### src/sv/vector_axis_rotator_top_macros.svh
// assertion macros shared by the rotator rtl
// no dependencies; taken in by `include where assertions are written
`ifndef VECTOR_AXIS_ROTATOR_TOP_MACROS_SVH
`define VECTOR_AXIS_ROTATOR_TOP_MACROS_SVH

// same-cycle implication, disabled while reset is asserted
`define VROT_ASSERT_IMP(lbl, clk, rst_n, ante, cons) \
    lbl: assert property (@(posedge clk) disable iff (!rst_n) (ante) |-> (cons)) \
        else $error("vrot: implication check failed");

// next-cycle implication, disabled while reset is asserted
`define VROT_ASSERT_NXT(lbl, clk, rst_n, ante, cons) \
    lbl: assert property (@(posedge clk) disable iff (!rst_n) (ante) |=> (cons)) \
        else $error("vrot: next-cycle check failed");

`endif

### src/sv/vrot_pkg.sv
// types, codes, constants and the arctangent table of the axis rotator
// no dependencies; imported by every rtl module of the block
package vrot_pkg;

    localparam int COMP_W            = 24;
    localparam int ANGLE_W           = 16;
    localparam int GUARD_BITS        = 8;
    localparam int ATAN_LEN          = 24;
    localparam int CORDIC_STAGES_DEF = 16;
    localparam int QUEUE_DEPTH       = 4;
    localparam int GAIN_W            = 32;
    localparam int PROD_W            = COMP_W + GAIN_W;
    localparam int GAIN_SHIFT        = 30 - GUARD_BITS;
    localparam int XW                = 34;
    localparam int ZW                = 32;
    localparam int ZSHIFT            = 16;
    localparam int TH_W              = ANGLE_W + 1;

    localparam logic signed [GAIN_W-1:0] GAIN_Q30   = 32'sd652032874;
    localparam logic signed [TH_W-1:0]   QUARTER    = 17'sd16384;
    localparam logic signed [TH_W-1:0]   HALF_TURN  = 17'sd32768;
    localparam logic signed [COMP_W-1:0] COMP_MAX   = 24'sd8388607;
    localparam logic signed [COMP_W-1:0] COMP_MIN   = -24'sd8388608;

    localparam logic signed [ZW-1:0] ATAN_TABLE [0:ATAN_LEN-1] = '{
        32'sd536870912, 32'sd316933406, 32'sd167458907, 32'sd85004756,
        32'sd42667331,  32'sd21354465,  32'sd10679838,  32'sd5340245,
        32'sd2670163,   32'sd1335087,   32'sd667544,    32'sd333772,
        32'sd166886,    32'sd83443,     32'sd41722,     32'sd20861,
        32'sd10430,     32'sd5215,      32'sd2608,      32'sd1304,
        32'sd652,       32'sd326,       32'sd163,       32'sd81
    };

    typedef enum logic [1:0] {
        OP_NONE = 2'd0,
        OP_CCW  = 2'd1,
        OP_CW   = 2'd2,
        OP_BAD  = 2'd3
    } t_opcode;

    typedef enum logic [1:0] {
        AX_X   = 2'd0,
        AX_Y   = 2'd1,
        AX_Z   = 2'd2,
        AX_BAD = 2'd3
    } t_axis;

    typedef enum logic [1:0] {
        ST_OK       = 2'd0,
        ST_BAD_OP   = 2'd1,
        ST_BAD_AXIS = 2'd2
    } t_status;

    // what rides along the rotation pipeline untouched
    typedef struct packed {
        logic signed [COMP_W-1:0] a;
        logic signed [COMP_W-1:0] b;
        logic signed [COMP_W-1:0] c;
        t_axis                    plane;
        logic                     bypass;
        t_status                  status;
    } t_meta;

    // classified item handed from front to back
    typedef struct packed {
        t_meta                     meta;
        logic signed [ANGLE_W-1:0] theta;
        logic                      flip;
    } t_item;

endpackage

### src/sv/vrot_queue.sv
// short item queue between the front end and the rotation pipeline
// depends on vrot_pkg
module vrot_queue
    import vrot_pkg::*;
#(
    parameter int DEPTH = QUEUE_DEPTH
) (
    input  logic  i_clk,
    input  logic  i_rst_n,
    input  logic  i_valid,
    output logic  o_ready,
    input  t_item i_item,
    output logic  o_valid,
    input  logic  i_pop,
    output t_item o_item
);

    localparam int PW = (DEPTH > 1) ? $clog2(DEPTH) : 1;
    localparam int CW = $clog2(DEPTH + 1);

    t_item            r_mem [0:DEPTH-1];
    logic [PW-1:0]    r_wr_ptr;
    logic [PW-1:0]    r_rd_ptr;
    logic [CW-1:0]    r_count;
    logic             w_push;
    logic             w_pop;

    assign o_ready = (r_count != CW'(DEPTH));
    assign o_valid = (r_count != '0);
    assign o_item  = r_mem[r_rd_ptr];
    assign w_push  = i_valid && o_ready;
    assign w_pop   = i_pop && o_valid;

    always_ff @(posedge i_clk) begin
        if (!i_rst_n) begin
            r_wr_ptr <= '0;
            r_rd_ptr <= '0;
            r_count  <= '0;
        end else begin
            if (w_push) begin
                r_wr_ptr <= (r_wr_ptr == PW'(DEPTH - 1)) ? '0 : r_wr_ptr + 1'b1;
            end
            if (w_pop) begin
                r_rd_ptr <= (r_rd_ptr == PW'(DEPTH - 1)) ? '0 : r_rd_ptr + 1'b1;
            end
            if (w_push && !w_pop) begin
                r_count <= r_count + 1'b1;
            end else if (w_pop && !w_push) begin
                r_count <= r_count - 1'b1;
            end
        end
    end

    always_ff @(posedge i_clk) begin
        if (w_push) begin
            r_mem[r_wr_ptr] <= i_item;
        end
    end

endmodule

### config.mk
export PLATFORM = sky130hd
export DESIGN_NAME = vrot_queue
export DESIGN_NICKNAME = d
export VERILOG_FILES = /design/src/sv/vector_axis_rotator_top_macros.svh /design/src/sv/vrot_pkg.sv /design/src/sv/vrot_queue.sv
export SDC_FILE = /design/constraint.sdc
export NUM_CORES = 1
export LEC_CHECK = 0
export ABC_CLOCK_PERIOD_IN_PS = 6600
export BUFFER_PORTS_ARGS = -buffer_cell sky130_fd_sc_hd__buf_4
export CAP_MARGIN = 0
export CORE_MARGIN = 5
export CORE_UTILIZATION = 55
export CTS_BUF_LIST = sky130_fd_sc_hd__clkbuf_4 sky130_fd_sc_hd__clkbuf_8
export DETAILED_ROUTE_END_ITERATION = 8
export GPL_TIMING_DRIVEN = 0
export PLACE_DENSITY = 0.76
export RECOVER_POWER = 100
export SETUP_SLACK_MARGIN = 0.1
export SYNTH_ARGS = -nofsm -noshare
export SYNTH_HDL_FRONTEND = slang
export SYNTH_SLANG_ARGS = --single-unit
### constraint.sdc
create_clock -name i_clk -period 6.6 [get_ports i_clk]
set_clock_uncertainty 0.2 [all_clocks]
set_input_delay 0.66 -clock i_clk [delete_from_list [all_inputs] [get_ports i_clk]]
set_output_delay 0.66 -clock i_clk [all_outputs]
set_load 0.1 [all_outputs]
# Word level (Yosys, flattened, before mapping)
# Memories as Yosys holds them, arrays and structs flattened. A register that Yosys moved wholly into a read port is not among the register bits.
# Index checks and enable logic that the tools add are counted.
# word_totals
ff_bits,7
ramBits,376
input_bits,98
out_inout_bits,96
word_cells,27
n_memories,1
# op_classes
add_sub_neg,4
n_eq_ne,3
n_mux,8
n_reduce_logical,8
# mem_list
name,words,width,rd,rd_clocked_by_memory_dff,write_ports,line_no,source
r_mem,4,94,1,1,1,vrot_queue.sv:21,t_item r_mem [0:DEPTH-1];
# op_table
operator,n
2-bit 2-to-1 mux,4
3-bit 2-to-1 mux,2
"2-bit by 1-bit adder with 2-bit output, second input constant",2
"2-bit equality test, second input constant",2
1-bit logical AND,4
"3-bit by 1-bit adder with 3-bit output, second input constant",1
"3-bit != test, second input constant",1
3-bit nonzero test,1
"3-bit by 1-bit subtractor with 3-bit output, second input constant",1
1-bit zero test,2
1-bit 2-to-1 mux,2
2-bit nonzero test,1

# Longest topological paths before layout
# depth
depth_word,6
mapped_depth,9
ltp_nobuf,8

# Least setup slack after synthesis
# Ideal clock, no wire load.
# synth_path
path_kind,reg2reg
startpoint,register r_count[0]
endpoint,"memory r_mem[0][0] (netlist bit), enable pin"
setup_ns,0.411
t_arrival_ns,2.048
t_required_ns,5.989
slack_ns,3.941
path_stages_with_launch,4
n_path_buf,1
period_less_slack_ns,2.659
path_cell_list,dfxtp_1 -> or3b_1 -> buf_6 -> and3_2
# synth_between
elab_chain_len,4
# synth_lines
element,line_no,source
"start, declared",vrot_queue.sv:24,logic [CW-1:0] r_count;
"start signal, assigned",vrot_queue.sv:47,r_count <= r_count + 1'b1;
"start signal, assigned",vrot_queue.sv:49,r_count <= r_count - 1'b1;
3-bit != test,vrot_queue.sv:28,assign o_ready = (r_count != CW'(DEPTH));
named net o_ready,vrot_queue.sv:11,"output logic o_ready,"
1-bit logical AND,vrot_queue.sv:31,assign w_push = i_valid && o_ready;
1-bit 2-to-1 mux,vrot_queue.sv:55,if (w_push) begin
1-bit 2-to-1 mux (implied by the code),vrot_queue.sv:56,r_mem[r_wr_ptr] <= i_item;
"end, declared",vrot_queue.sv:21,
# The timed path passes the listed nets, and every way through them passes these cells.

# Worst setup path in the final report
# layout_path
startpoint,register r_count[0]
endpoint,"memory r_mem[0][36] (netlist bit), enable pin"
# layout_between
elab_chain_len,4
# layout_lines
element,line_no
3-bit != test,vrot_queue.sv:28
1-bit logical AND,vrot_queue.sv:31
1-bit 2-to-1 mux,vrot_queue.sv:55
1-bit 2-to-1 mux (implied by the code),vrot_queue.sv:56
# No other way between the ends.

==> results_dict.tcl <==
set metrics [dict create \
    status "finished with violations" \
    violations "capacitance limit, slew limit" \
    clockBufferDepth 3 \
    overflow 0 \
    worst_setup_path_end_kind "flip-flop" \
    setup_viol 0 \
    grt_max_degree 55 \
    synthTopCellsByArea "edfxtp_1 (80%), mux4_2 (15%), dfxtp_1 (1.3%)" \
    final_core_util_pct 65.00 \
    dr.pass1.iters 5 \
    drive_gt1_share_pct 24.94 \
    grtUsageTotal_pct 18.30 \
    antenna_found_initial 2 \
    required_ps 6630 \
    cts_sinks 385 \
    syn-instance-count 542 \
    fin_crit_ps 4617 \
    met3WireLength_um 2053 \
    finalCritPeriodShare_pct 69.96 \
    vias_per_cell 5.530 \
    grt_pass1_wl_um 40280 \
    die_x_um 169.8 \
    hold_class "in2reg" \
    antennaDiodeCount 0 \
    crit_type "reg2reg" \
    cts_tree "built" \
    maxCapViolations 4 \
    placed_cells 1071 \
    seq_area_frac_synth_pct 81.64 \
    cts.reportedPaths.clkPinSlew_ps 60 \
    fin_ws_ps 1983 \
    synth.distinct_cells 29 \
    cts.htree.levels 2 \
    io_buffers 193 \
    nets 907 \
    drt-total-wl_um 26160 \
    fin_cells 1168 \
    syn2layout_area_growth_pct 16.48 \
    critPathLaunchType "flip-flop" \
    root_buffer "clkbuf_8" \
    finalHoldViolCount 0 \
    cp_max_fo 35 \
    cp.arrival_ps 4650 \
    fp.coreArea_um2 25180 \
    worstMarginPinSlew_ps 2415 \
    max_slew_margin_pct -60.97 \
    syn_nets 647 \
    yosys_warnings 0 \
    cts_buffers 59 \
    drc 0 \
    post_cts_resized 0 \
    fmax_mhz 216.6 \
    dpl.hpwl_um 16750 \
    grt_setup_unrepaired "false" \
    power_mw 7.793 \
    drv_slew 154 \
    holdWs_ps 153.5 \
    wl_met2_um 13590 \
    gp_congestion 0.7441 \
    tns_ps 0 \
    place_ws_ps 3585 \
    die_area_um2 28840 \
    powerDensity_nw_per_um2 476.1 \
    synth_largest_area_cell "edfxtp_1" \
    p_leak_nw 5.113 \
    ir_drop_mv 0.3466 \
    grt_pass1_vias 7183 \
    finalInstanceArea_um2 16370 \
    vias 6459 \
    cts_hold_buf 0 \
    initial_core_util_pct 55.80 \
    route.antenna.remaining_nets 0 \
    avgSynthCellArea_um2 25.92 \
    synth_top_area_share_pct 80.36 \
    clkLatencyLatePin_ps 560 \
    rows 58 \
    wl_per_cell_um 22.39 \
    die_h_um 169.8 \
    synth_area_um2 14050 \
    ios 194 \
    drt-met1-wl_um 10090 \
    highest_layer "met5" \
    post_cts_buffers 0 \
    placed_area_um2 16060 \
    ys_ff_latch 385 \
    drt_iter0_markers 473 \
]
-- Yosys cell counts --
library cell,count
inv_1,3
a21boi_0,1
nor2_1,2
and3_2,4
o21ai_0,3
buf_6,8
mux4_2,94
or3b_1,1
ha_1,6
clkbuf_2,1
nand4_1,1
or3_2,2
xnor2_1,1
buf_2,6
nand2_1,5
edfxtp_1,376
buf_4,3
nand3_1,2
dfxtp_1,9
o31ai_1,1
o21ai_1,1
clkbuf_1,1
and2_1,1
fa_1,1
nor2b_1,1
mux2i_1,2
and2_4,1
xor2_1,1
buf_1,4
-- final cells by class --
class | instances | area, um2
Clock buffer | 79 | 974.7
Clock inverter | 18 | 75.07
Buffer | 23 | 151.4
Tap cell | 330 | 412.9
Multi-Input combinational cell | 131 | 2395
Timing Repair Buffer | 199 | 875.8
Sequential cell | 385 | 11470
Inverter | 3 | 11.26
Fill cell | 1747 | 8815
-- state kept, by name, indices dropped and copies added (netlist names), named ones only --
register,flops
r_count,3
r_wr_ptr,2
r_mem,376
r_rd_ptr,2
-- critical path, stage by stage, from the launching register on --
cell      delay, ps
dfxtp_1         440
or3b_1          140
clkbuf_1        220
and3_1         1140
clkbuf_1       1780
buf_12          310
-- kinds of logic (layout without fill, tap and decap cells) --
family / count (synthesis) / count (layout) / synth area share (%)
simple gates: 20 / 20 / 0.8372
fa+ha+maj: 7 / 7 / 0.6768
flops: 385 / 385 / 81.64
mux: 96 / 96 / 15.21
compound gates: 6 / 6 / 0.2493
xor+xnor: 2 / 2 / 0.1247
buf+inv: 26 / 322 / 1.264
-- cell usage in the layout (no fill, tap or decap), types with 2 or more instances in the layout --
master,instances
and3_1,4
buf_12,2
buf_16,2
buf_4,16
buf_6,7
clkbuf_1,194
clkbuf_4,18
clkbuf_8,61
clkinv_1,12
clkinv_2,6
dfxtp_1,9
edfxtp_1,376
ha_1,6
inv_1,3
mux2i_1,2
mux4_2,94
nand2_1,5
nand3_1,2
nor2_1,2
o21ai_0,4
or3_2,2
-- per-layer routing --
metal  track usage (%)  vias to the layer above
met1             24.41                     3336
met4             4.340                        4
met5                 0                        -
li1                  -                     2851
met3             4.646                       41
met2             30.99                      227
-- power by group --
part	internal [mW]	switching (mW)	leakage, nW
registers	2.97	0.0644	3.52
clock network	0.944	0.799	0.564
logic	0.591	2.42	1.03
total	4.51	3.29	5.11
-- final timing paths --
check                                 from                  endpoint  slack [ps]  cells after the start
setup reg to reg   r_count[0]$_SDFFE_PN0P_    r_mem[0][36]$_DFFE_PP_        1980                      5
hold / removal                  i_item[93]    r_mem[1][93]$_DFFE_PP_         150                      1
hold reg to reg   r_wr_ptr[1]$_SDFFE_PN0P_  r_wr_ptr[1]$_SDFFE_PN0P_         330                      2
setup / recovery   r_count[0]$_SDFFE_PN0P_    r_mem[0][36]$_DFFE_PP_        1980                      5
(Power assumes the default switching activity.)
