**config.mk**
```make
export PLATFORM = sky130hd
export DESIGN_NAME = vrot_front
export DESIGN_NICKNAME = d
export VERILOG_FILES = /design/src/sv/vector_axis_rotator_top_macros.svh /design/src/sv/vrot_pkg.sv /design/src/sv/vrot_front.sv
export SDC_FILE = /design/constraint.sdc
export NUM_CORES = 1
export LEC_CHECK = 0
export BUFFER_PORTS_ARGS = -buffer_cell sky130_fd_sc_hd__buf_4
export CELL_PAD_IN_SITES_DETAIL_PLACEMENT = 0
export CELL_PAD_IN_SITES_GLOBAL_PLACEMENT = 1
export CORE_ASPECT_RATIO = 0.5
export CORE_MARGIN = 1
export CORE_UTILIZATION = 40
export CTS_CLUSTER_SIZE = 30
export DETAILED_ROUTE_END_ITERATION = 7
export HOLD_SLACK_MARGIN = 0.06
export PLACE_DENSITY_LB_ADDON = 0.1
export REMOVE_ABC_BUFFERS = 1
export SYNTH_ARGS = -nofsm -noshare
export SYNTH_HDL_FRONTEND = slang
export SYNTH_SLANG_ARGS = --single-unit
```
**constraint.sdc**
```tcl
create_clock -name i_clk -period 6.7 [get_ports i_clk]
set_clock_uncertainty 0.2 [all_clocks]
set_input_delay 0.335 -clock i_clk [delete_from_list [all_inputs] [get_ports i_clk]]
set_output_delay 0.335 -clock i_clk [all_outputs]
set_load 0.02 [all_outputs]
```
**src/sv/vector_axis_rotator_top_macros.svh**
```systemverilog
// assertion macros shared by the rotator rtl
// no dependencies; taken in by `include where assertions are written
`ifndef VECTOR_AXIS_ROTATOR_TOP_MACROS_SVH
`define VECTOR_AXIS_ROTATOR_TOP_MACROS_SVH

// same-cycle implication, disabled while reset is asserted
`define VROT_ASSERT_IMP(lbl, clk, rst_n, ante, cons) \
    lbl: assert property (@(posedge clk) disable iff (!rst_n) (ante) |-> (cons)) \
        else $error("vrot: implication check failed");

// next-cycle implication, disabled while reset is asserted
`define VROT_ASSERT_NXT(lbl, clk, rst_n, ante, cons) \
    lbl: assert property (@(posedge clk) disable iff (!rst_n) (ante) |=> (cons)) \
        else $error("vrot: next-cycle check failed");

`endif

```
**src/sv/vrot_pkg.sv**
```systemverilog
// types, codes, constants and the arctangent table of the axis rotator
// no dependencies; imported by every rtl module of the block
package vrot_pkg;

    localparam int COMP_W            = 24;
    localparam int ANGLE_W           = 16;
    localparam int GUARD_BITS        = 8;
    localparam int ATAN_LEN          = 24;
    localparam int CORDIC_STAGES_DEF = 16;
    localparam int QUEUE_DEPTH       = 4;
    localparam int GAIN_W            = 32;
    localparam int PROD_W            = COMP_W + GAIN_W;
    localparam int GAIN_SHIFT        = 30 - GUARD_BITS;
    localparam int XW                = 34;
    localparam int ZW                = 32;
    localparam int ZSHIFT            = 16;
    localparam int TH_W              = ANGLE_W + 1;

    localparam logic signed [GAIN_W-1:0] GAIN_Q30   = 32'sd652032874;
    localparam logic signed [TH_W-1:0]   QUARTER    = 17'sd16384;
    localparam logic signed [TH_W-1:0]   HALF_TURN  = 17'sd32768;
    localparam logic signed [COMP_W-1:0] COMP_MAX   = 24'sd8388607;
    localparam logic signed [COMP_W-1:0] COMP_MIN   = -24'sd8388608;

    localparam logic signed [ZW-1:0] ATAN_TABLE [0:ATAN_LEN-1] = '{
        32'sd536870912, 32'sd316933406, 32'sd167458907, 32'sd85004756,
        32'sd42667331,  32'sd21354465,  32'sd10679838,  32'sd5340245,
        32'sd2670163,   32'sd1335087,   32'sd667544,    32'sd333772,
        32'sd166886,    32'sd83443,     32'sd41722,     32'sd20861,
        32'sd10430,     32'sd5215,      32'sd2608,      32'sd1304,
        32'sd652,       32'sd326,       32'sd163,       32'sd81
    };

    typedef enum logic [1:0] {
        OP_NONE = 2'd0,
        OP_CCW  = 2'd1,
        OP_CW   = 2'd2,
        OP_BAD  = 2'd3
    } t_opcode;

    typedef enum logic [1:0] {
        AX_X   = 2'd0,
        AX_Y   = 2'd1,
        AX_Z   = 2'd2,
        AX_BAD = 2'd3
    } t_axis;

    typedef enum logic [1:0] {
        ST_OK       = 2'd0,
        ST_BAD_OP   = 2'd1,
        ST_BAD_AXIS = 2'd2
    } t_status;

    // what rides along the rotation pipeline untouched
    typedef struct packed {
        logic signed [COMP_W-1:0] a;
        logic signed [COMP_W-1:0] b;
        logic signed [COMP_W-1:0] c;
        t_axis                    plane;
        logic                     bypass;
        t_status                  status;
    } t_meta;

    // classified item handed from front to back
    typedef struct packed {
        t_meta                     meta;
        logic signed [ANGLE_W-1:0] theta;
        logic                      flip;
    } t_item;

endpackage

```
**src/sv/vrot_front.sv**
```systemverilog
// front end: accepts items, decodes code and axis, picks the plane, folds the angle
// depends on vrot_pkg
module vrot_front
    import vrot_pkg::*;
(
    input  logic                      i_clk,
    input  logic                      i_rst_n,
    input  logic                      i_valid,
    output logic                      o_ready,
    input  logic [1:0]                i_opcode,
    input  logic [1:0]                i_axis,
    input  logic signed [ANGLE_W-1:0] i_angle,
    input  logic signed [COMP_W-1:0]  i_in_x,
    input  logic signed [COMP_W-1:0]  i_in_y,
    input  logic signed [COMP_W-1:0]  i_in_z,
    output logic                      o_valid,
    input  logic                      i_ready,
    output t_item                     o_item
);

    logic                   r_vld;
    t_item                  r_item;
    t_item                  n_item;
    t_opcode                w_op;
    t_axis                  w_ax;
    logic signed [TH_W-1:0] w_ang;
    logic signed [TH_W-1:0] w_th;
    logic signed [TH_W-1:0] w_fold;

    assign w_op    = t_opcode'(i_opcode);
    assign w_ax    = t_axis'(i_axis);
    assign o_ready = !r_vld || i_ready;
    assign o_valid = r_vld;
    assign o_item  = r_item;

    always_comb begin
        w_ang = {i_angle[ANGLE_W-1], i_angle};
        w_th  = (w_op == OP_CW) ? -w_ang : w_ang;
        // bring the angle within a quarter turn, the plane gets negated
        n_item.flip = 1'b0;
        w_fold      = w_th;
        if (w_th > QUARTER) begin
            w_fold      = w_th - HALF_TURN;
            n_item.flip = 1'b1;
        end else if (w_th < -QUARTER) begin
            w_fold      = w_th + HALF_TURN;
            n_item.flip = 1'b1;
        end
        n_item.theta = w_fold[ANGLE_W-1:0];

        n_item.meta.a      = i_in_x;
        n_item.meta.b      = i_in_y;
        n_item.meta.c      = i_in_z;
        n_item.meta.plane  = AX_Z;
        n_item.meta.bypass = 1'b1;
        n_item.meta.status = ST_OK;
        case (w_op)
            OP_NONE: begin
                n_item.meta.status = ST_OK;
            end
            OP_BAD: begin
                n_item.meta.status = ST_BAD_OP;
            end
            default: begin
                case (w_ax)
                    AX_X: begin
                        n_item.meta.a      = i_in_y;
                        n_item.meta.b      = i_in_z;
                        n_item.meta.c      = i_in_x;
                        n_item.meta.plane  = AX_X;
                        n_item.meta.bypass = 1'b0;
                    end
                    AX_Y: begin
                        n_item.meta.a      = i_in_z;
                        n_item.meta.b      = i_in_x;
                        n_item.meta.c      = i_in_y;
                        n_item.meta.plane  = AX_Y;
                        n_item.meta.bypass = 1'b0;
                    end
                    AX_Z: begin
                        n_item.meta.bypass = 1'b0;
                    end
                    default: begin
                        n_item.meta.status = ST_BAD_AXIS;
                    end
                endcase
            end
        endcase
    end

    always_ff @(posedge i_clk) begin
        if (!i_rst_n) begin
            r_vld <= 1'b0;
        end else if (o_ready) begin
            r_vld <= i_valid;
        end
    end

    always_ff @(posedge i_clk) begin
        if (o_ready && i_valid) begin
            r_item <= n_item;
        end
    end

endmodule

```
# ---- Yosys cells after proc, flatten, opt, wreduce, memory -nomap -nowiden
# Index checks and enable logic that the tools add are counted.
dict set report totals {
  ff_bits 95
  output_inout_bits 96
}
dict set report classes {
  addsub 3
  magnitude_cmp 2
  n_eq_ne 4
  muxes 9
  reduce_logical 7
}
# operator n
set op_table {}
lappend op_table {{74-bit case mux with 2 select lines} 1}
lappend op_table {{75-bit two-way mux} 1}
lappend op_table {{16-bit two-way mux} 2}
lappend op_table {{17-bit by 16-bit > comparator with 1-bit output, second input constant} 1}
lappend op_table {{17-bit by 15-bit < comparator with 1-bit output, second input constant} 1}
lappend op_table {{17-bit two-way mux} 1}
lappend op_table {{16-bit negator with 17-bit output} 1}
lappend op_table {{16-bit adder, second input constant} 1}
lappend op_table {{16-bit subtractor, second input constant} 1}
lappend op_table {{2-bit equality test, second input constant} 3}
lappend op_table {{2-bit logical NOT} 2}
lappend op_table {{2-bit case mux with 2 select lines} 1}
lappend op_table {{3-bit OR reduction} 1}
lappend op_table {{2-bit by 1-bit equality test with 1-bit output, second input constant} 1}
lappend op_table {{1-bit two-way mux} 2}
lappend op_table {{2-bit two-way mux} 1}
lappend op_table {{2-bit OR reduction} 1}
lappend op_table {{1-bit logical AND} 1}
lappend op_table {{1-bit logical NOT} 1}
lappend op_table {{1-bit logical OR} 1}

# ---- Depth between registers and ports, before layout
# Gate-level depths: netlist of the first run.
dict set report logic_depth {
  word_depth 5
  mapped_depth 9
  mapped_depth_nobuf 8
}

# ---- Least setup slack after synthesis of the first run
# No wires, ideal clock.
dict set report synth_timing {
  path_type {register to register}
  start {reg r_vld, in the netlist o_valid}
  end {reg r_item, in the netlist o_item[0] (enable)}
  setup_time_ps 463
  arrival_ps 2832
  setup_slack_ps 3205
  stages_incl_launch_ff 3
  n_path_buf 0
  path_cell_list {dfxtp_1 nand2b_1 and2_1}
}
dict set report synth_via {
  elab_chain_len 3
}
# element line
set synth_rtl {}
lappend synth_rtl {{start: declaration} vrot_front.sv:21} ;# logic r_vld;
lappend synth_rtl {{start signal: assignment} vrot_front.sv:95} ;# r_vld <= i_valid;
lappend synth_rtl {{1-bit logical NOT} vrot_front.sv:32} ;# assign o_ready = !r_vld || i_ready;
lappend synth_rtl {{1-bit logical OR} vrot_front.sv:32}
lappend synth_rtl {{named net o_ready} vrot_front.sv:9} ;# output logic o_ready,
lappend synth_rtl {{1-bit logical AND} vrot_front.sv:100} ;# if (o_ready && i_valid) begin
lappend synth_rtl {{end signal: assignment} vrot_front.sv:101} ;# r_item <= n_item;
lappend synth_rtl {{end: declaration} vrot_front.sv:22} ;# t_item r_item;
# The timed path passes the listed nets, and every way through them passes these cells.
# A chain may end at the register's enable or synchronous reset.

# ---- Worst setup path after layout of the first run
dict set report layout_timing {
  start {in i_angle[0]}
  end {reg r_item, in the netlist o_item[0], data pin}
}
dict set report layout_via {
  elab_chain_len 4
  word_cells_on_any_way 5
}
# element line
set layout_rtl {}
lappend layout_rtl {{start: declaration} vrot_front.sv:12} ;# input logic signed [ANGLE_W-1:0] i_angle,
lappend layout_rtl {{16-bit negator with 17-bit output} vrot_front.sv:38} ;# w_th = (w_op == OP_CW) ? -w_ang : w_ang;
lappend layout_rtl {{17-bit two-way mux (*)} vrot_front.sv:38}
lappend layout_rtl {{17-bit by 15-bit < comparator with 1-bit output} vrot_front.sv:45} ;# end else if (w_th < -QUARTER) begin
lappend layout_rtl {{1-bit two-way mux} vrot_front.sv:45}
# Mark *: on every way between the ends. The rest lies on a longest branch, timed or not.

==> results.yml, run 1 <==
outcome:
  status: "finished clean"
routing:
  top_layer_used: "met4"
  antenna_left: 0
  vias: 4050
  met1_length_microns: 4920
  viasPerCell: 5.07
  wl_per_cell_microns: 14.5
  wl_met2_microns: 5910
  firstDrtPassIters: 5
  finalWirelength_microns: 11600
  drc: 0
  drt_iter0_markers: 234
  routed-wl-met3_microns: 656
timing:
  setup_viol: 0
  rsz0062_at_grt: "no"
  fin_ws_ps: 4070
  fin_crit_sh_pct: 39.2
  report.final.slew_viol_count: 0
  finalCriticalPeriod_ps: 2630
  finalHoldViolCount: 0
  finalSetupTns_ps: 0
  max_freq_mhz: 381
  tightest_slew_ps: 1180
  slew_headroom_pct: 21.3
synth:
  synth_edf_count: 94
  synth.yosys.seq_area_share_pct: 56.1
  ys_types: 43
  synthArstFlopShare_pct: 0
  yosys-top-cells-area: "edfxtp_1 (56%), mux2i_1 (14%), o21ai_0 (7.6%)"
  syn_avg_cell_area_sq_um: 11.1
  syn_area_sq_um: 5070
  ys_seq_elements: 95
  yosysTopAreaCell: "edfxtp_1"
  yosys_warnings: 0
  yosys_most_used_dff: "edfxtp_1"
  synth_top_area_share_pct: 55.7
  syn_inst: 456
cells_and_area:
  nNetsFinal: 728
  mostFrequentLayoutCells: "buf_4 (194), edfxtp_1 (94), nand2_1 (84), o21ai_0 (77), mux2i_1 (72)"
  area_delta_synth_final_pct: 36.8
  mostFrequentLayoutCell: "buf_4"
  final-seq-area_sq_um: 2840
  n_antenna_cell: 0
  fillCellCount: 1045
  fin_area_sq_um: 6930
  multi_input_area_sq_um: 2050
  finalCoreUtilization_pct: 57.3
  drive_above_1_share_pct: 34.1
placed_design:
  io_buffer_count: 191
  placed_cell_area_sq_um: 6580
  dpl.hpwl_microns: 8020
  pre_cts_slack_ps: 3850
  globalplace.congestion: 0.759
critical_path:
  cp.arrival_ps: 2510
  crit_chain: "dlygate4sd3_1, buf_4, nor3_1, nand2_1, nor4b_1, nor3_1, and4bb_1, a21oi_1"
  critPathMaxStageDelay_ps: 530
  critical_path_class: "in -> reg"
  reg2reg_slack_ps: 4500
  cp_max_fo: 8
  critPathTopFamily: "simple AND/OR/NAND/NOR gates"
  start_kind: "input pin"
  r2r-end: "o_item[52]"
  endpoint_kind: "flip-flop"
  worstPathBufferInverterCount: 2
  r2r_cells: 3
  cp.required_ps: 6580
  crit_slowest_cell: "dlygate4sd3_1"
  r2r_start: "o_valid"
  critical_path.most_common_cell: "nor3_1"
grt:
  grt.total_usage_pct: 17.3
  grt_pass1_wl_microns: 17800
  gr-total-overflow: 0
  grt_pass1_vias: 3558
  grt_antenna_before_repair: 0
  grt_max_degree: 147
clock_network:
  clkTransAtPathRegs_ps: 70
  clock_path_buffers: 2
  tritoncts: "yes"
  clock_latency_ps: 330
  clockRootBuffer: "clkbuf_16"
  hold_buffers: 3
  cts_resized: 0
  h-tree-depth: 3
  clock-sinks: 95
  post-cts-setup-buffers: 0
  cts_buffers: 9
die:
  die_h_microns: 81.6
  rows: 28
  die_x_microns: 161
  start_util_pct: 41.9
  coreArea_sq_um: 12100
  dieArea_sq_um: 13200
  boundaryPins: 192
power:
  seq_power_share_pct: 45.4
  ir_drop_v: 0.000140
  switchingPower_uw: 419
  combinationalPowerShare_pct: 20.4
  cellInternalPower_uw: 1190
  p_sw_share_pct: 26.0
  clkPwrFrac_pct: 34.3
  p_leak_uw: 0.00298
  power_density_nw_per_um2: 232
min_path:
  hp-start: "i_in_z[1]"
  hold_path_end: "o_item[23]"
  min_path_type: "in -> reg"
  hold_depth: 3
flow_run:
  drv_cap: 0
## cell type report
| class | count | share of cell area, % |
|---|---|---|
| clock buffer | 10 | 3.30 |
| clock inverter | 6 | 1.34 |
| inverter | 6 | 0.325 |
| multi-input combinational | 320 | 29.6 |
| sequential | 95 | 41.0 |
| tap | 165 | 2.98 |
| timing repair buffer | 197 | 21.4 |
## routing by layer
layer / track usage (%) / vias to the layer above
met1: 20.8 / 1914
met3: 5.00 / 10
met2: 31.2 / 108
li1: - / 2018
met5: 0 / -
met4: 3.77 / 0
## synth_stat cells, drive strengths merged, types with 4 or more instances
library cell / n
edfxtp: 94
buf: 10
nor4: 4
nand2: 84
clkbuf: 25
nor2: 7
nand2b: 6
mux2i: 72
o21ai: 82
nor3: 8
xnor2: 12
inv: 6
nand3: 6
or3: 5
## how the worst max path moves through the flow
stage,start,cells after the start,slack [ps],endpoint
floorplan,o_valid,2,3200,o_item[0]
global placement,i_opcode[0],8,3920,o_item[0]
detailed placement,i_opcode[0],8,3850,o_item[0]
CTS,i_angle[0],8,4140,o_item[0]
global route,i_angle[0],8,3890,o_item[0]
finish,i_angle[0],8,4070,o_item[0]
## sequential cells by signal, indices dropped and copies added (netlist names)
register / flops
o_item: 94
o_valid: 1
## through the flow
stage	instances	power [uW]	hold slack (ps)
2_1_floorplan	421	907	234
3_3_place_gp	780	1070	332
3_5_place_dp	780	1070	339
4_1_cts	799	1630	79.9
5_1_grt	799	1680	81.7
6_report	799	1610	90.2
## tightest hold or removal path: stages
cell     delay (ps)
buf_4            90
nand2_1          40
o21ai_0          60
## power groups by stage
stage               Sequential (uW)  Clock (uW)  Combinational (uW)
global route                    735         587                 357
floorplan                       807           0                 100
CTS                             731         564                 331
detailed placement              743           0                 329
global placement                743           0                 326
finish                          730         551                 328
## kinds of logic after synthesis
family	synth area share, %
and+or+nand+nor	12.1
AOI/OAI and AO/OA	10.8
DFF	56.1
muxes	14.4
buffers and inverters	3.51
xor gates and xnor gates	2.25
adders and majority gates	0.741
Note: power is estimated with default switching activity, not from simulation.
==> inputs of run 2 (changes only) <==
--- a/config.mk
+++ b/config.mk
@@ -5,12 +5,13 @@
 export SDC_FILE = /design/constraint.sdc
 export NUM_CORES = 1
 export LEC_CHECK = 0
+export ABC_AREA = 1
 export BUFFER_PORTS_ARGS = -buffer_cell sky130_fd_sc_hd__buf_4
 export CELL_PAD_IN_SITES_DETAIL_PLACEMENT = 0
 export CELL_PAD_IN_SITES_GLOBAL_PLACEMENT = 1
 export CORE_ASPECT_RATIO = 0.5
 export CORE_MARGIN = 1
-export CORE_UTILIZATION = 40
+export CORE_UTILIZATION = 33
 export CTS_CLUSTER_SIZE = 30
 export DETAILED_ROUTE_END_ITERATION = 7
 export HOLD_SLACK_MARGIN = 0.06
==> constraint.sdc (replaced) <==
create_clock -name i_clk -period 2.1 [get_ports i_clk]
set_clock_uncertainty 0.2 [all_clocks]
set_input_delay 0.105 -clock i_clk [delete_from_list [all_inputs] [get_ports i_clk]]
set_output_delay 0.105 -clock i_clk [all_outputs]
set_load 0.02 [all_outputs]
==> results.yml, run 2 <==
cells_and_area:
  nNetsFinal: 988
  fin_area_sq_um: 8770
  mostFrequentLayoutCell: "buf_4"
  final_cells: 1092
  drive_above_1_share_pct: 29.3
  n_antenna_cell: 0
  mostFrequentLayoutCells: "buf_4 (197), inv_1 (157), dlygate4sd3_1 (142), edfxtp_1 (94), nand2_1 (54)"
  largest_register_ffs: 94
  area_delta_synth_final_pct: 69.6
clock_network:
  cts_buffers: 9
  clock_latency_ps: 340
  clkTransAtPathRegs_ps: 70
  post-cts-setup-buffers: 0
  h-tree-depth: 3
  clockRootBuffer: "clkbuf_16"
  clock_path_buffers: 2
  clock-sinks: 95
  tritoncts: "yes"
routing:
  vias: 5222
  wl_per_cell_microns: 14.8
  viasPerCell: 4.78
  antenna_left: 0
  drt_iter0_markers: 245
  firstDrtPassIters: 7
  finalWirelength_microns: 16200
  drc: 28
synth:
  syn_inst: 561
  synth_top_family_by_area: "compound AO/OA/AOI/OAI gates"
  yosys_warnings: 0
  synth-compound-area-share_pct: 17.2
  synthTopCellsByCount: "inv_1 (158), edfxtp_1 (94), nand2_1 (56), a31oi_1 (50), o22ai_1 (50)"
  yosysMostFrequentCell: "inv_1"
  ys_types: 33
  synth.yosys.seq_area_share_pct: 55.0
  synth_edf_count: 94
  ys_seq_elements: 95
  synth_xor_area_share_pct: 0.169
  synth_top_area_share_pct: 54.6
  synthAdderAreaFrac_pct: 0.726
  synth_mux_area_share_pct: 0
  yosys_most_used_dff: "edfxtp_1"
  yosysTopAreaCell: "edfxtp_1"
  yosys-top-cells-area: "edfxtp_1 (55%), inv_1 (11%), a31oi_1 (6.0%)"
  synth-simple-area-share_pct: 12.4
  synthArstFlopShare_pct: 0
  syn_avg_cell_area_sq_um: 9.22
  syn_area_sq_um: 5170
timing:
  slew_headroom_pct: 61.7
  finalCriticalPeriod_ps: 1990
  rsz0062_at_grt: "yes"
  max_freq_mhz: 501
  report.final.slew_viol_count: 0
  fin_crit_sh_pct: 95.0
  fin_ws_ps: 105
  finalHoldViolCount: 0
  setup_viol: 0
  tightest_slew_ps: 575
placed_design:
  dpl.hpwl_microns: 9860
  io_buffer_count: 191
  place_inst: 932
  pre_cts_slack_ps: 166
  placed_cell_area_sq_um: 6920
  globalplace.congestion: 0.796
die:
  die_h_microns: 90.5
  coreArea_sq_um: 14900
  boundaryPins: 192
  rows: 31
  start_util_pct: 34.7
  die_x_microns: 179
  dieArea_sq_um: 16200
power:
  seq_power_share_pct: 41.9
  power_density_nw_per_um2: 637
  switchingPower_uw: 1590
  p_sw_share_pct: 28.4
  ir_drop_v: 0.000366
  combinationalPowerShare_pct: 28.2
  cellInternalPower_uw: 4000
  clkPwrFrac_pct: 30.0
  p_leak_uw: 0.00407
critical_path:
  critPathTopFamily: "simple AND/OR/NAND/NOR gates"
  critPathMaxStageDelay_ps: 540
  crit_slowest_cell: "dlygate4sd3_1"
  endpoint_kind: "flip-flop"
  cp.required_ps: 2000
  critical_path_class: "in -> reg"
  worstPathBufferInverterCount: 3
  start_kind: "input pin"
  crit_chain: "dlygate4sd3_1, buf_4, nor2_2, nand2_1, o21ai_4, nand2_1, nand2_1, nand2_2, inv_4, nand2_4, nor2_4, nand2_2, nand2_2, nand3_1"
  cp_max_fo: 5
  cp.arrival_ps: 1890
grt:
  grt_max_degree: 95
  grt.total_usage_pct: 19.2
  grt_pass1_vias: 5086
  grt_pass1_wl_microns: 24300
  gr-total-overflow: 0
  grt_antenna_before_repair: 0
outcome:
  failed_checks: "DRC"
  status: "finished with violations"
flow_run:
  drv_cap: 0
min_path:
  min_path_type: "in -> reg"
==> run 2: timing repair <==
| action | CTS | global route |
|---|---|---|
| gates resized for setup | 0 | 20 |
| setup endpoints to repair | 0 | 48 |
| hold buffers | 142 | 0 |
| hold endpoints to repair | 91 | 0 |
==> run 2: final timing paths <==
path                from    endpoint  slack [ps]  depth (start not counted)
min reg2reg      o_valid  o_item[27]         720                          2
min          i_angle[15]  o_item[16]         140                          7
max           i_angle[5]   o_item[0]         110                         14
max reg2reg      o_valid  o_item[26]         510                          2
==> run 2: per-layer routing <==
metal | GRT usage, % | wire, microns | vias up
met2 | 35.1 | 8100 | 177
li1 | - | - | 2586
met1 | 22.6 | 6750 | 2437
met4 | 4.94 | 248 | 0
met3 | 4.04 | 1070 | 22
met5 | 0 | 0 | -
==> run 2: logic make-up (layout without fill, tap and decap cells) <==
logic type               after synthesis  after routing
buffers and inverters                196            529
adder cells (fa/ha/maj)                3              3
XOR/XNOR                               1              1
flip-flops                            95             95
AO/OA/AOI/OAI                        132            132
AND/OR/NAND/NOR                      134            134
==> run 2: area by class of cell <==
type                       count  area (sq um)
sequential                    95          2840
clock inverter                 6          70.1
inverter                     164           624
fill                        1313          6120
multi-input combinational    270          1660
tap                          198           248
clock buffer                  10           229
timing repair buffer         349          3100
==> run 2: power by group through the flow <==
| stage | logic (uW) | registers (uW) | clock network [uW] |
|---|---|---|---|
| CTS | 1520 | 2340 | 1720 |
| detailed placement | 1240 | 2380 | 0 |
| global placement | 1230 | 2380 | 0 |
| global route | 1700 | 2350 | 1780 |
| floorplan | 458 | 2590 | 0 |
| finish | 1570 | 2340 | 1670 |
==> run 2: metrics by stage <==
step | total power (uW) | hold WS, ps | setup TNS [ps] | util (%)
after floorplan | 3050 | 3.87 | -439190 | -
after global placement | 3610 | 94.5 | 0 | 46.5
after detailed placement | 3620 | 101 | 0 | 46.5
after CTS | 5580 | 107 | 0 | 58.0
after global routing | 5830 | 168 | -14.7 | 58.9
final | 5590 | 145 | 0 | 58.9
==> run 2: worst reg2reg max path, stage by stage (launching register included) <==
cell and delay, ps:
dfxtp_1 340, a21oi_4 170, buf_12 400
==> inputs of run 3 (changes only) <==
--- a/config.mk
+++ b/config.mk
@@ -5,13 +5,12 @@
 export SDC_FILE = /design/constraint.sdc
 export NUM_CORES = 1
 export LEC_CHECK = 0
-export ABC_AREA = 1
 export BUFFER_PORTS_ARGS = -buffer_cell sky130_fd_sc_hd__buf_4
 export CELL_PAD_IN_SITES_DETAIL_PLACEMENT = 0
 export CELL_PAD_IN_SITES_GLOBAL_PLACEMENT = 1
 export CORE_ASPECT_RATIO = 0.5
 export CORE_MARGIN = 1
-export CORE_UTILIZATION = 33
+export CORE_UTILIZATION = 34
 export CTS_CLUSTER_SIZE = 30
 export DETAILED_ROUTE_END_ITERATION = 7
 export HOLD_SLACK_MARGIN = 0.06
==> results.yml, run 3 (synthesized netlist as in run 1, its figures left out) <==
min_path:
  min_path_type: "in -> reg"
  hold_path_end: "o_item[10]"
  hold_depth: 4
  hp-start: "i_angle[9]"
critical_path:
  crit_start: "i_angle[4]"
  critPathTopFamily: "simple AND/OR/NAND/NOR gates"
  r2r_start: "o_valid"
  critical_path_class: "in -> reg"
  worstPathBufferInverterCount: 3
  cp.required_ps: 1980
  crit_chain: "buf_4, dlygate4sd3_1, buf_4, or3_4, nor4_2, nor3_1, and4bb_1, a21oi_1"
  critPathMaxStageDelay_ps: 550
  endpoint_kind: "flip-flop"
  cp_max_fo: 4
  crit_slowest_cell: "dlygate4sd3_1"
  reg2reg_slack_ps: 470
  start_kind: "input pin"
  r2r_cells: 3
  r2r-end: "o_item[48]"
  cp.arrival_ps: 1900
  critical_path.most_common_cell: "buf_4"
clock_network:
  h-tree-depth: 3
  clock_path_buffers: 2
  clockRootBuffer: "clkbuf_16"
  clock_latency_ps: 340
  cts_buffers: 9
  clock-sinks: 95
  tritoncts: "yes"
  clkTransAtPathRegs_ps: 70
die:
  die_h_microns: 88.3
  rows: 31
  coreArea_sq_um: 14500
  dieArea_sq_um: 15400
  boundaryPins: 192
  start_util_pct: 34.9
  die_x_microns: 175
outcome:
  status: "finished clean"
timing:
  tightest_slew_ps: 405
  report.final.slew_viol_count: 0
  finalCriticalPeriod_ps: 2020
  finalHoldViolCount: 0
  slew_headroom_pct: 73.0
  max_freq_mhz: 496
  fin_crit_sh_pct: 96.1
  setup_viol: 0
  finalSetupTns_ps: 0
  fin_ws_ps: 82.2
  fin_hold_ws_ps: 105
grt:
  grt.total_usage_pct: 17.5
  gr-total-overflow: 0
  grt_antenna_before_repair: 0
  grt_pass1_vias: 4538
  grt_pass1_wl_microns: 21200
  grt_max_degree: 63
routing:
  drt_iter0_markers: 170
  vias: 4734
  firstDrtPassIters: 4
  wl_per_cell_microns: 14.0
  finalWirelength_microns: 14000
  antenna_left: 0
  drc: 0
  viasPerCell: 4.72
cells_and_area:
  finalCoreUtilization_pct: 59.9
  area_delta_synth_final_pct: 71.4
  fin_area_sq_um: 8690
  fillCellCount: 1226
  mostFrequentLayoutCells: "buf_4 (219), dlygate4sd3_1 (140), edfxtp_1 (94), nand2_1 (84), o21ai_0 (77)"
  final-seq-area_sq_um: 2840
  nNetsFinal: 900
  largest_register_ffs: 94
  drive_above_1_share_pct: 31.5
  n_antenna_cell: 0
  multi_input_area_sq_um: 2080
  mostFrequentLayoutCell: "buf_4"
placed_design:
  dpl.hpwl_microns: 8960
  io_buffer_count: 191
  globalplace.congestion: 0.835
  pre_cts_slack_ps: -127
  placed_cell_area_sq_um: 6960
flow_run:
  drv_cap: 0
power:
  power_density_nw_per_um2: 617
  p_leak_uw: 0.00376
  ir_drop_v: 0.000363
-- run 3: stage by stage --
step	total power, uW	instances
final	5360	1004
after global placement	3480	845
after global routing	5600	1004
after detailed placement	3490	845
after floorplan	2890	421
after CTS	5380	1001
-- run 3: layer usage --
layer  track usage, %  part of all wire, %  vias to the layer above  routed length, microns
met4             6.48                  1.7                        0                     242
met5                0                    0                        -                       0
met1             18.8                   41                     2222                    5780
met2             34.0                   53                      123                    7450
li1                 -                    -                     2371                       -
met3             4.08                  4.0                       18                     555
-- run 3: report_power, final --
group	switching, uW	total, uW	leakage, uW	internal (uW)
Combinational	669	1410	0.00269	744
Sequential	40.9	2330	0.000924	2290
Clock	696	1620	0.000142	920
-- run 3: how the worst max path moves through the flow --
| stage | end | slack (ps) | depth (start not counted) |
|---|---|---|---|
| 4_1_cts | o_item[16] | 30 | 8 |
| 2_1_floorplan | o_item[0] | -1400 | 2 |
| 5_1_grt | o_item[16] | -1 | 8 |
| 3_3_place_gp | o_item[16] | -100 | 7 |
| 3_5_place_dp | o_item[16] | -130 | 7 |
| 6_report | o_item[0] | 80 | 8 |
-- run 3: tightest hold or removal path: stages --
cell     delay (ps)
buf_4            80
buf_4           100
buf_4           110
xnor2_1         130
-- run 3: final cells by class --
cell class / instances / share of cell area, %
clock buffers: 10 / 2.64
repair buffers: 367 / 36.9
flip-flops and latches: 95 / 32.7
clock inverters: 6 / 0.706
inverters: 6 / 0.259
well taps: 198 / 2.85
multi-input cells: 322 / 23.9
-- run 3: what timing repair did --
action,in CTS,in global routing
gates resized for setup,0,3
hold buffers,140,0
hold endpoints to repair,96,0
setup buffers,0,1
setup endpoints to repair,0,28
